===== src/rtl/cdeq_pkg.sv =====
// Types, codes and elaboration helpers of the double-ended queue.
package cdeq_pkg;

   localparam int WORD_W        = 32;
   localparam int CMD_W         = 2;
   localparam int STATUS_W      = 2;
   localparam int DEPTH_DEFAULT = 16;
   localparam int RADIX_LOG     = 4;
   localparam int RADIX         = 1 << RADIX_LOG;

   localparam logic [CMD_W-1:0] CMD_PUSH_FRONT = 2'd0;
   localparam logic [CMD_W-1:0] CMD_PUSH_REAR  = 2'd1;
   localparam logic [CMD_W-1:0] CMD_POP_FRONT  = 2'd2;
   localparam logic [CMD_W-1:0] CMD_POP_REAR   = 2'd3;

   localparam logic [STATUS_W-1:0] STATUS_OK    = 2'd0;
   localparam logic [STATUS_W-1:0] STATUS_FULL  = 2'd1;
   localparam logic [STATUS_W-1:0] STATUS_EMPTY = 2'd2;

   localparam logic signed [WORD_W-1:0] NO_VALUE = -32'sd1;

   typedef struct packed {
      logic shift_in;
      logic shift_out;
      logic append_last;
      logic drop_last;
   } cell_op_type;

   // nodes left at a level of the rear-select tree
   function automatic int lvl_width(input int depth, input int level);
      int span;
      span = 1 << (RADIX_LOG * level);
      return (depth + span - 1) >> (RADIX_LOG * level);
   endfunction

   // registered levels needed to reduce depth leaves to one
   function automatic int sel_levels(input int depth);
      int levels;
      levels = 0;
      for (int i = 0; i < 8; i++) begin
         if ((1 << (RADIX_LOG * i)) < depth) levels = i + 1;
      end
      return levels;
   endfunction

endpackage


===== src/rtl/cdeq_if.sv =====
// Valid/ready channels for deque commands and responses.
interface cdeq_req_if;
   logic                                valid;
   logic                                ready;
   logic [cdeq_pkg::CMD_W-1:0]          cmd;
   logic signed [cdeq_pkg::WORD_W-1:0]  push_value;

   modport source (output valid, output cmd, output push_value, input ready);
   modport sink   (input valid, input cmd, input push_value, output ready);
endinterface

interface cdeq_rsp_if;
   logic                                valid;
   logic                                ready;
   logic signed [cdeq_pkg::WORD_W-1:0]  pop_value;
   logic [cdeq_pkg::STATUS_W-1:0]       status;

   modport source (output valid, output pop_value, output status, input ready);
   modport sink   (input valid, input pop_value, input status, output ready);
endinterface


===== src/rtl/cdeq_cell.sv =====
// One storage cell of the deque row; exchanges its word with both neighbors.
module cdeq_cell (
   input  logic                                clock,
   input  logic                                reset,
   input  cdeq_pkg::cell_op_type               op,
   input  logic signed [cdeq_pkg::WORD_W-1:0]  push_value,
   input  logic signed [cdeq_pkg::WORD_W-1:0]  left_value,
   input  logic                                left_valid,
   input  logic signed [cdeq_pkg::WORD_W-1:0]  right_value,
   input  logic                                right_valid,
   output logic signed [cdeq_pkg::WORD_W-1:0]  value,
   output logic                                valid,
   output logic [cdeq_pkg::WORD_W-1:0]         sel_value
);

   logic signed [cdeq_pkg::WORD_W-1:0] value_ff, value_in;
   logic                               valid_ff, valid_in;
   logic                               last;

   assign last = valid_ff && !right_valid;

   always_comb begin
      value_in = value_ff;
      valid_in = valid_ff;
      if (op.shift_in) begin
         value_in = left_value;
         valid_in = left_valid;
      end else if (op.shift_out) begin
         value_in = right_value;
         valid_in = right_valid;
      end else if (op.append_last && !valid_ff && left_valid) begin
         value_in = push_value;
         valid_in = 1'b1;
      end else if (op.drop_last && last) begin
         valid_in = 1'b0;
      end
   end

   always_ff @(posedge clock) begin
      if (reset) begin
         valid_ff <= 1'b0;
      end else begin
         valid_ff <= valid_in;
      end
   end

   always_ff @(posedge clock) begin
      value_ff <= value_in;
   end

   assign value     = value_ff;
   assign valid     = valid_ff;
   assign sel_value = last ? value_ff : '0;

endmodule


===== src/rtl/cdeq_sel.sv =====
// Registered OR tree that picks out the word of the rear cell.
module cdeq_sel #(
   parameter int DEPTH = cdeq_pkg::DEPTH_DEFAULT
) (
   input  logic                                   clock,
   input  logic                                   reset,
   input  logic                                   start,
   input  logic                                   drain,
   input  logic [DEPTH-1:0][cdeq_pkg::WORD_W-1:0] leaf,
   output logic [cdeq_pkg::WORD_W-1:0]            result,
   output logic                                   done
);

   localparam int W      = cdeq_pkg::WORD_W;
   localparam int LEVELS = cdeq_pkg::sel_levels(DEPTH);

   logic [DEPTH-1:0][W-1:0] node [LEVELS+1];
   logic                    go   [LEVELS+1];

   assign node[0] = leaf;
   assign go[0]   = start;

   for (genvar k = 1; k <= LEVELS; k++) begin : g_lvl
      localparam int WK = cdeq_pkg::lvl_width(DEPTH, k);
      localparam int WP = cdeq_pkg::lvl_width(DEPTH, k - 1);

      logic [WK-1:0][W-1:0] lvl_ff, lvl_in;
      logic                 stage_ff, stage_in;

      always_comb begin
         lvl_in = lvl_ff;
         if (go[k-1]) begin
            lvl_in = '0;
            for (int j = 0; j < WK; j++) begin
               for (int r = 0; r < cdeq_pkg::RADIX; r++) begin
                  if (j * cdeq_pkg::RADIX + r < WP) begin
                     lvl_in[j] = lvl_in[j] | node[k-1][j * cdeq_pkg::RADIX + r];
                  end
               end
            end
         end
      end

      if (k == LEVELS) begin : g_last
         assign stage_in = go[k-1] || (stage_ff && !drain);
      end else begin : g_mid
         assign stage_in = go[k-1];
      end

      always_ff @(posedge clock) begin
         if (reset) begin
            stage_ff <= 1'b0;
         end else begin
            stage_ff <= stage_in;
         end
      end

      always_ff @(posedge clock) begin
         lvl_ff <= lvl_in;
      end

      assign node[k] = {{((DEPTH - WK) * W){1'b0}}, lvl_ff};
      assign go[k]   = stage_ff;
   end

   assign result = node[LEVELS][0];
   assign done   = go[LEVELS];

endmodule


===== src/rtl/circular_double_ended_queue.sv =====
// Top level of the double-ended queue built as a row of shifting cells.
// Usage: each command on req_bus (push front, push rear, pop front, pop rear) returns
// exactly one response on rsp_bus with the popped word (-1 on pushes and failed pops)
// and a status of ok, full or empty. The queue is kept front-aligned in a row of DEPTH
// cells: pushes and pops at the front shift the whole row by one cell, rear operations
// touch only the first empty or the last occupied cell. A response reaches the output
// register once its command has passed the LEVELS registered levels of the tree that
// fetches the rear word, LEVELS = ceil(log16(DEPTH)), i.e. 1 up to 16 entries, 2 up to
// 256, 3 up to 4096; the last level holds its result while the output is full.
// The next command is accepted in the cycle its predecessor's response is loaded, so
// commands never overlap in the tree. The output register holds one response while
// the next command is in flight. No clearing pass after reset.
module circular_double_ended_queue #(
   parameter int DEPTH = cdeq_pkg::DEPTH_DEFAULT
) (
   input logic        clock,
   input logic        reset,
   cdeq_req_if.sink   req_bus,
   cdeq_rsp_if.source rsp_bus
);

   localparam int W = cdeq_pkg::WORD_W;

   logic signed [W-1:0]   cell_value [DEPTH];
   logic [DEPTH-1:0]      cell_valid;
   logic [DEPTH-1:0][W-1:0] cell_sel;

   cdeq_pkg::cell_op_type op;
   logic                  full, empty, accept, load;
   logic [W-1:0]          sel_result;
   logic                  sel_done;

   logic                             busy_ff, busy_in;
   logic                             rsp_valid_ff, rsp_valid_in;
   logic signed [W-1:0]              rsp_value_ff, rsp_value_in;
   logic [cdeq_pkg::STATUS_W-1:0]    rsp_status_ff, rsp_status_in;
   logic signed [W-1:0]              value_ff, value_in;
   logic [cdeq_pkg::STATUS_W-1:0]    status_ff, status_in;
   logic                             use_tree_ff, use_tree_in;

   assign full  = cell_valid[DEPTH-1];
   assign empty = !cell_valid[0];

   assign load          = sel_done && (!rsp_valid_ff || rsp_bus.ready);
   assign req_bus.ready = !busy_ff || load;
   assign accept        = req_bus.valid && req_bus.ready;

   always_comb begin
      op          = '0;
      value_in    = cdeq_pkg::NO_VALUE;
      status_in   = cdeq_pkg::STATUS_OK;
      use_tree_in = 1'b0;
      case (req_bus.cmd)
         cdeq_pkg::CMD_PUSH_FRONT: begin
            op.shift_in = accept && !full;
            if (full) status_in = cdeq_pkg::STATUS_FULL;
         end
         cdeq_pkg::CMD_PUSH_REAR: begin
            op.append_last = accept && !full;
            if (full) status_in = cdeq_pkg::STATUS_FULL;
         end
         cdeq_pkg::CMD_POP_FRONT: begin
            op.shift_out = accept && !empty;
            if (empty) status_in = cdeq_pkg::STATUS_EMPTY;
            else value_in = cell_value[0];
         end
         default: begin
            op.drop_last = accept && !empty;
            if (empty) status_in = cdeq_pkg::STATUS_EMPTY;
            else use_tree_in = 1'b1;
         end
      endcase
   end

   for (genvar i = 0; i < DEPTH; i++) begin : g_cell
      logic signed [W-1:0] left_value, right_value;
      logic                left_valid, right_valid;

      if (i == 0) begin : g_first
         assign left_value = req_bus.push_value;
         assign left_valid = 1'b1;
      end else begin : g_inner_left
         assign left_value = cell_value[i-1];
         assign left_valid = cell_valid[i-1];
      end

      if (i == DEPTH - 1) begin : g_end
         assign right_value = '0;
         assign right_valid = 1'b0;
      end else begin : g_inner_right
         assign right_value = cell_value[i+1];
         assign right_valid = cell_valid[i+1];
      end

      cdeq_cell u_cell (
         .clock       (clock),
         .reset       (reset),
         .op          (op),
         .push_value  (req_bus.push_value),
         .left_value  (left_value),
         .left_valid  (left_valid),
         .right_value (right_value),
         .right_valid (right_valid),
         .value       (cell_value[i]),
         .valid       (cell_valid[i]),
         .sel_value   (cell_sel[i])
      );
   end

   cdeq_sel #(
      .DEPTH (DEPTH)
   ) u_sel (
      .clock  (clock),
      .reset  (reset),
      .start  (accept),
      .drain  (load),
      .leaf   (cell_sel),
      .result (sel_result),
      .done   (sel_done)
   );

   always_comb begin
      busy_in = busy_ff;
      if (accept) busy_in = 1'b1;
      else if (load) busy_in = 1'b0;

      rsp_valid_in = rsp_valid_ff;
      if (load) rsp_valid_in = 1'b1;
      else if (rsp_bus.ready) rsp_valid_in = 1'b0;

      rsp_value_in  = use_tree_ff ? $signed(sel_result) : value_ff;
      rsp_status_in = status_ff;
   end

   always_ff @(posedge clock) begin
      if (reset) begin
         busy_ff      <= 1'b0;
         rsp_valid_ff <= 1'b0;
      end else begin
         busy_ff      <= busy_in;
         rsp_valid_ff <= rsp_valid_in;
      end
   end

   always_ff @(posedge clock) begin
      if (accept) begin
         value_ff    <= value_in;
         status_ff   <= status_in;
         use_tree_ff <= use_tree_in;
      end
      if (load) begin
         rsp_value_ff  <= rsp_value_in;
         rsp_status_ff <= rsp_status_in;
      end
   end

   assign rsp_bus.valid     = rsp_valid_ff;
   assign rsp_bus.pop_value = rsp_value_ff;
   assign rsp_bus.status    = rsp_status_ff;

endmodule


===== src/flat_wrapper.sv =====
// flat-port wrapper written by rule: the top's interface ports become plain ports
module circular_double_ended_queue_flat 
#(
   parameter int DEPTH = cdeq_pkg::DEPTH_DEFAULT
)
  (clock, reset, req_bus_valid, req_bus_cmd, req_bus_push_value, req_bus_ready, rsp_bus_valid, rsp_bus_pop_value, rsp_bus_status, rsp_bus_ready);
  cdeq_req_if req_bus_i ();
  cdeq_rsp_if rsp_bus_i ();
  input logic clock;
  input logic reset;
  input wire logic [$bits(req_bus_i.valid)-1:0] req_bus_valid;
  input wire logic [$bits(req_bus_i.cmd)-1:0] req_bus_cmd;
  input wire logic [$bits(req_bus_i.push_value)-1:0] req_bus_push_value;
  output wire logic [$bits(req_bus_i.ready)-1:0] req_bus_ready;
  output wire logic [$bits(rsp_bus_i.valid)-1:0] rsp_bus_valid;
  output wire logic [$bits(rsp_bus_i.pop_value)-1:0] rsp_bus_pop_value;
  output wire logic [$bits(rsp_bus_i.status)-1:0] rsp_bus_status;
  input wire logic [$bits(rsp_bus_i.ready)-1:0] rsp_bus_ready;
  assign req_bus_i.valid = req_bus_valid;
  assign req_bus_i.cmd = req_bus_cmd;
  assign req_bus_i.push_value = req_bus_push_value;
  assign req_bus_ready = req_bus_i.ready;
  assign rsp_bus_valid = rsp_bus_i.valid;
  assign rsp_bus_pop_value = rsp_bus_i.pop_value;
  assign rsp_bus_status = rsp_bus_i.status;
  assign rsp_bus_i.ready = rsp_bus_ready;
  circular_double_ended_queue #(.DEPTH(DEPTH)) u_core (.clock(clock), .reset(reset), .req_bus(req_bus_i), .rsp_bus(rsp_bus_i));
endmodule

===== config.mk =====
export PLATFORM = sky130hd
export DESIGN_NAME = circular_double_ended_queue_flat
export DESIGN_NICKNAME = d
export VERILOG_FILES = /design/src/rtl/cdeq_pkg.sv /design/src/rtl/cdeq_if.sv /design/src/rtl/cdeq_cell.sv /design/src/rtl/cdeq_sel.sv /design/src/rtl/circular_double_ended_queue.sv /design/src/flat_wrapper.sv
export SDC_FILE = /design/constraint.sdc
export NUM_CORES = 1
export LEC_CHECK = 0
export ABC_AREA = 0
export BUFFER_PORTS_ARGS = -buffer_cell sky130_fd_sc_hd__buf_4
export CAP_MARGIN = 20
export CELL_PAD_IN_SITES_DETAIL_PLACEMENT = 0
export CELL_PAD_IN_SITES_GLOBAL_PLACEMENT = 2
export CORE_AREA = 3 3 276 278
export CTS_CLUSTER_DIAMETER = 100
export DETAILED_ROUTE_END_ITERATION = 8
export DIE_AREA = 0 0 279 281
export PLACE_DENSITY_LB_ADDON = 0.15
export SLEW_MARGIN = 20
export SYNTH_ARGS = -nofsm -noshare
export SYNTH_HDL_FRONTEND = slang
export SYNTH_SLANG_ARGS = --single-unit

===== constraint.sdc =====
create_clock -name clock -period 14.3 [get_ports clock]
set_clock_uncertainty 0.1 [all_clocks]
set_input_delay 2.86 -clock clock [delete_from_list [all_inputs] [get_ports clock]]
set_output_delay 2.86 -clock clock [all_outputs]
set_load 0.02 [all_outputs]

Word level (Yosys, flattened, before mapping)
Cells that the tools add are included.
{"block": "word_totals", "reg_bits": 632, "inputBits": 38, "output_inout_bits": 36, "elab_cells": 341}
{"block": "classes", "mux": 156, "n_eq_ne": 2, "reduce_logical": 127, "bitwise": 15}
{"operator": "$mux W32", "count": 80}
{"operator": "$or A32 B32 Y32", "count": 15}
{"operator": "$mux W1", "count": 74}
{"operator": "$logic_and A1 B1 Y1", "count": 67}
{"operator": "$reduce_bool A4 Y1", "count": 16}
{"operator": "$reduce_bool A3 Y1", "count": 16}
{"operator": "$logic_not A1 Y1", "count": 19}
{"operator": "$mux W2", "count": 2}
{"operator": "$reduce_bool A2 Y1", "count": 2}
{"operator": "$logic_or A1 B1 Y1", "count": 3}
{"operator": "$reduce_or A3 Y1", "count": 1}
{"operator": "$eq A2 B1 Y1 const B", "count": 1}
{"operator": "$eq A2 B2 Y1 const B", "count": 1}
{"operator": "$logic_not A2 Y1", "count": 1}
{"operator": "$reduce_and A2 Y1", "count": 1}
{"operator": "$reduce_or A2 Y1", "count": 1}

Depth between registers and ports, before layout
{"block": "logic_depth", "word_depth": 35, "mapped_depth": 10}

Cells and area by module
From an unflattened synthesis, not the netlist that was laid out.
{"block": "unflattened", "cells_unflattened": 3319, "hier_area_um2": 36622.6}
{"module": "cdeq_cell", "area_per_inst_um2": 1984.4, "cells_per_inst": 185, "instances": 16, "seq_area_each_um2": 980.9}
{"module": "circular_double_ended_queue", "area_per_inst_um2": 2875.3, "cells_per_inst": 163, "instances": 1, "seq_area_each_um2": 2112.0}
{"module": "cdeq_sel", "area_per_inst_um2": 1996.9, "cells_per_inst": 196, "instances": 1, "seq_area_each_um2": 980.9}

Least setup slack after synthesis
No wires, ideal clock.
{"block": "synth_timing", "path_type": "input port to flip-flop", "start": "in req_bus_cmd[0]", "end": "reg u_core.g_cell[0].u_cell.value_ff (netlist bit u_core.g_cell[0].u_cell.value[0]), enable pin", "n_path_buf": 3, "cell_stages": 4, "t_arrival_ns": 5.926, "slack_ns": 7.799, "required_ns": 13.726, "cell_sequence": "clkbuf_1 clkbuf_1 clkbuf_1 a221oi_1"}
{"block": "synth_via", "elab_chain_cells": 4}
{"item": "from (decl)", "line_no": "flat_wrapper.sv:12", "source": "input wire logic [$bits(req_bus_i.cmd)-1:0] req_bus_cmd;"}
{"item": "$eq A2 B1 Y1", "line_no": "circular_double_ended_queue.sv:53", "source": "case (req_bus.cmd)"}
{"item": "$mux W1", "line_no": "circular_double_ended_queue.sv:53"}
{"item": "$logic_and A1 B1 Y1", "line_no": "cdeq_cell.sv:31", "source": "end else if (op.append_last && !valid_ff && left_valid) begin"}
{"item": "$reduce_bool A3 Y1 (no source line) (*)"}
{"item": "to (signal assigned)", "line_no": "cdeq_cell.sv:48", "source": "value_ff <= value_in;"}
{"item": "to (decl)", "line_no": "cdeq_cell.sv:16", "source": "logic signed [cdeq_pkg::WORD_W-1:0] value_ff, value_in;"}
Mark *: on every way between the ends. The rest lies on a longest branch, timed or not.
A chain may end at the register's enable or synchronous reset.

Worst setup path after layout
{"block": "layout_timing", "start": "in rsp_bus_ready", "end": "out req_bus_ready"}
{"block": "layout_via", "elab_chain_cells": 3}
{"item": "from (decl)", "line_no": "flat_wrapper.sv:18", "source": "input wire logic [$bits(rsp_bus_i.ready)-1:0] rsp_bus_ready;"}
{"item": "$logic_or A1 B1 Y1", "line_no": "circular_double_ended_queue.sv:44", "source": "assign load = sel_done && (!rsp_valid_ff || rsp_bus.ready);"}
{"item": "$logic_and A1 B1 Y1", "line_no": "circular_double_ended_queue.sv:44"}
{"item": "$logic_or A1 B1 Y1", "line_no": "circular_double_ended_queue.sv:45", "source": "assign req_bus.ready = !busy_ff || load;"}
{"item": "to (decl)", "line_no": "flat_wrapper.sv:14", "source": "output wire logic [$bits(req_bus_i.ready)-1:0] req_bus_ready;"}
Every way passes these cells.

==> run metrics <==
status=finished clean; clk_lat worst skew=620 ps; post-CTS setup buffer count=0; routed len/inst=34.83 um; FILL cells=6650; detail-routed via count per cell=7.206; CTS tree=done; Syn Inst Count=2034; I/O pins=74; FF-to-FF Start=u_core.u_sel.done; Syn Nets=2072; clock group share of total power=0.389; hpwl dp=49450 um; final setup vio count=0; final wirelength=103900 um; gr ovfl total=0; Cell Area, Synth=0.02939 mm2; post-synthesis sequential area ratio=0.6392; worst hold path endpoint=u_core.rsp_bus.status[0]; critical path launch point type=primary input; combinational fraction of design power=0.121; post-route ant nets=0; Switching Share=0.2605; die area=0.07840 mm2; Clock Tree Root=clkbuf_16; CP Capture Type=primary output; Fin Setup TNS=0 ps; drt drc=0; Setup CP Type=primary input to primary output; period utilization=0.4527; CP Data Arrival Time=3510 ps; share of cells above drive strength 1=0.1470; Core Region=0.07420 mm2; first-pass GRT wire length=147500 um; Avg Inst Size Synth=14.45 um2; part of the power in registers=0.490; hold path startpoint=u_core.rsp_status_in[0]; Pre-antenna DRT Iters=6; Internal=3.423 mW; GP Congestion=0.7744; max cap viols=0; initial antenna violation count=2; # rows=100; critical path required time=11340 ps; Num Clock Sinks=632; final instance area=0.03281 mm2; Hold Crit Class=flip-flop to flip-flop; peak supply drop=0.00007996 V; r2r endpoint=u_core.g_cell[5].u_cell.value[17]; Post-synth ARST share=0; RSZ-0062 raised after global routing=no; crit path max fanout=2; starting density of the core=0.3961; vias in the first global route=20.27k; Seq. cell area=0.01879 mm2; vias=21.50k; clk buf depth=3; Area Growth Syn to Fin=11.63%; Pins Over Slew Limit=0; Die Wd=279 um; FF-to-FF path depth=8; Yosys warnings=0; CTS Hold Bufs=0; worst slew pin tran=1422 ps; r2r setup slk=10120 ps; fmax=154.5 MHz; Final Hold Viols=0; PwrDens=141.1 mW/mm2; Layout Nets=1998; post-CTS sizing=0; WHS Path Cells=0; fin crit period=6473 ps; top_reg_cell synth=edfxtp_1; TritonCTS buffer count=72; multi-input logic area=0.009580 mm2; leakage=10.68 nW; largest net degree at the start of global routing=244; post-synthesis cell type count=44; Iter 0 DRT Violations=3117; Post-synth EDFFs=613; CTS clk-pin slew, worst paths=50 ps; GRT Total Usage=0.2570; H-tree levels=3; Net Sw Power=1.206 mW; IO buf count=73; Seq cells post-synth=632; DP Area=0.03054 mm2; height of the chip=281 um; Rel. slew slack=0.05227
[stage by stage]
stage	setup WS (ps)	instances	power (mW)	utilization	hold slack (ps)
after global placement	7627	2854	2.847	0.4117	308.6
after floorplan	7799	2034	2.631	-	300.3
final	7827	2984	4.629	0.4422	324.9
after CTS	7820	2981	4.657	0.4418	330.8
after global routing	7775	2982	4.779	0.4421	341.6
after detailed placement	7524	2854	2.853	0.4117	318.1
[cell usage after synthesis (2+ instances only)]
cell | instances | area (um2)
a22oi_1 | 4 | 30.03
clkbuf_1 | 152 | 570.6
nor2b_1 | 18 | 112.6
a32o_1 | 12 | 120.1
a221oi_1 | 127 | 1112
buf_2 | 79 | 395.4
buf_4 | 3 | 22.52
buf_6 | 25 | 281.5
nand2_2 | 2 | 12.51
buf_1 | 12 | 45.04
a21o_1 | 32 | 240.2
a211oi_1 | 13 | 97.59
edfxtp_1 | 613 | 18410
inv_1 | 3 | 11.26
o21ai_1 | 4 | 20.02
nand2_1 | 127 | 476.7
o21bai_1 | 13 | 97.59
or3_1 | 32 | 200.2
a22o_1 | 126 | 1104
a21oi_1 | 20 | 100.1
nor2_1 | 21 | 78.83
nand4_1 | 33 | 206.5
o21ai_0 | 14 | 70.07
a221o_1 | 448 | 4484
dfxtp_1 | 19 | 380.4
mux2_2 | 32 | 360.4
and3_1 | 33 | 206.5
[sequential cells by signal, indices dropped and copies added (netlist names)]
signal and count:
u_core.busy_ff 1, u_core.g_cell.u_cell.valid 16, u_core.g_cell.u_cell.value 512, u_core.rsp_bus.pop_value 32, u_core.rsp_bus.status 2, u_core.rsp_bus.valid 1, u_core.rsp_status_in 2, u_core.u_sel.done 1
u_core.u_sel.result 32, u_core.use_tree_ff 1, u_core.value_ff 32
[kinds of logic (layout without fill, tap and decap cells)]
logic type             Yosys count  count (layout)  share of synthesized area
buffers and inverters          276             255                    0.04546
other                            0               2                          0
AO/OA/AOI/OAI                  818             818                     0.2560
flip-flops                     632             632                     0.6392
AND/OR/NAND/NOR                276             276                    0.04708
multiplexers                    32              32                    0.01226
[cell type report]
class                   count  share of cell area
well taps                 969             0.03695
clock buffers              88             0.05804
multi-input cells        1126              0.2920
inverters                   5           0.0006483
diodes                      2           0.0001525
flip-flops and latches    632              0.5727
repair buffers            123             0.02952
clock inverters            39            0.009992
[power groups by stage]
stage / registers (mW) / clock network (mW) / logic (mW)
finish: 2.27 / 1.80 / 0.558
global route: 2.28 / 1.91 / 0.587
CTS: 2.27 / 1.84 / 0.552
detailed placement: 2.30 / 0 / 0.550
global placement: 2.30 / 0 / 0.544
floorplan: 2.28 / 0 / 0.347
[critical path: stages]
cell      delay (ps)
buf_4            110
nand2b_1         180
nand2_1          120
nand2_1           80
buf_4            160
[cells in the final DEF (no fill, tap or decap), drive strengths merged, types with 2 or more instances in the layout]
| master | instances |
|---|---|
| mux2 | 32 |
| edfxtp | 613 |
| a211oi | 13 |
| bufinv | 5 |
| nor2 | 22 |
| o21ai | 18 |
| clkbuf | 88 |
| a32o | 12 |
| buf | 123 |
| nor3 | 2 |
| dfxtp | 19 |
| inv | 7 |
| a221oi | 127 |
| clkinv | 30 |
| nor2b | 18 |
| diode | 2 |
| and3 | 33 |
| a21o | 32 |
| clkinvlp | 2 |
| o21bai | 13 |
| a221o | 448 |
| nand4 | 33 |
| nand3 | 2 |
| a22o | 126 |
| a22oi | 4 |
| or3 | 32 |
| nand2 | 129 |
| a21oi | 21 |
[routing by layer]
metal | vias up | share of wire | track usage
li1 | 8707 | - | -
met1 | 11170 | 0.43 | 0.3728
met2 | 1406 | 0.45 | 0.3969
met3 | 220 | 0.088 | 0.03921
met4 | 0 | 0.031 | 0.08418
met5 | - | 0 | 0
[how the worst max path moves through the flow]
stage	startpoint	end	slack, ps	depth (start not counted)
finish	rsp_bus_ready	req_bus_ready	7830	5
global route	rsp_bus_ready	req_bus_ready	7780	5
CTS	rsp_bus_ready	req_bus_ready	7820	5
detailed placement	req_bus_cmd[0]	u_core.g_cell[10].u_cell.value[19]	7520	7
global placement	req_bus_cmd[0]	u_core.g_cell[2].u_cell.value[27]	7630	7
floorplan	req_bus_cmd[0]	u_core.g_cell[0].u_cell.value[0]	7800	4
No activity file was read; power rests on OpenSTA's default activity.
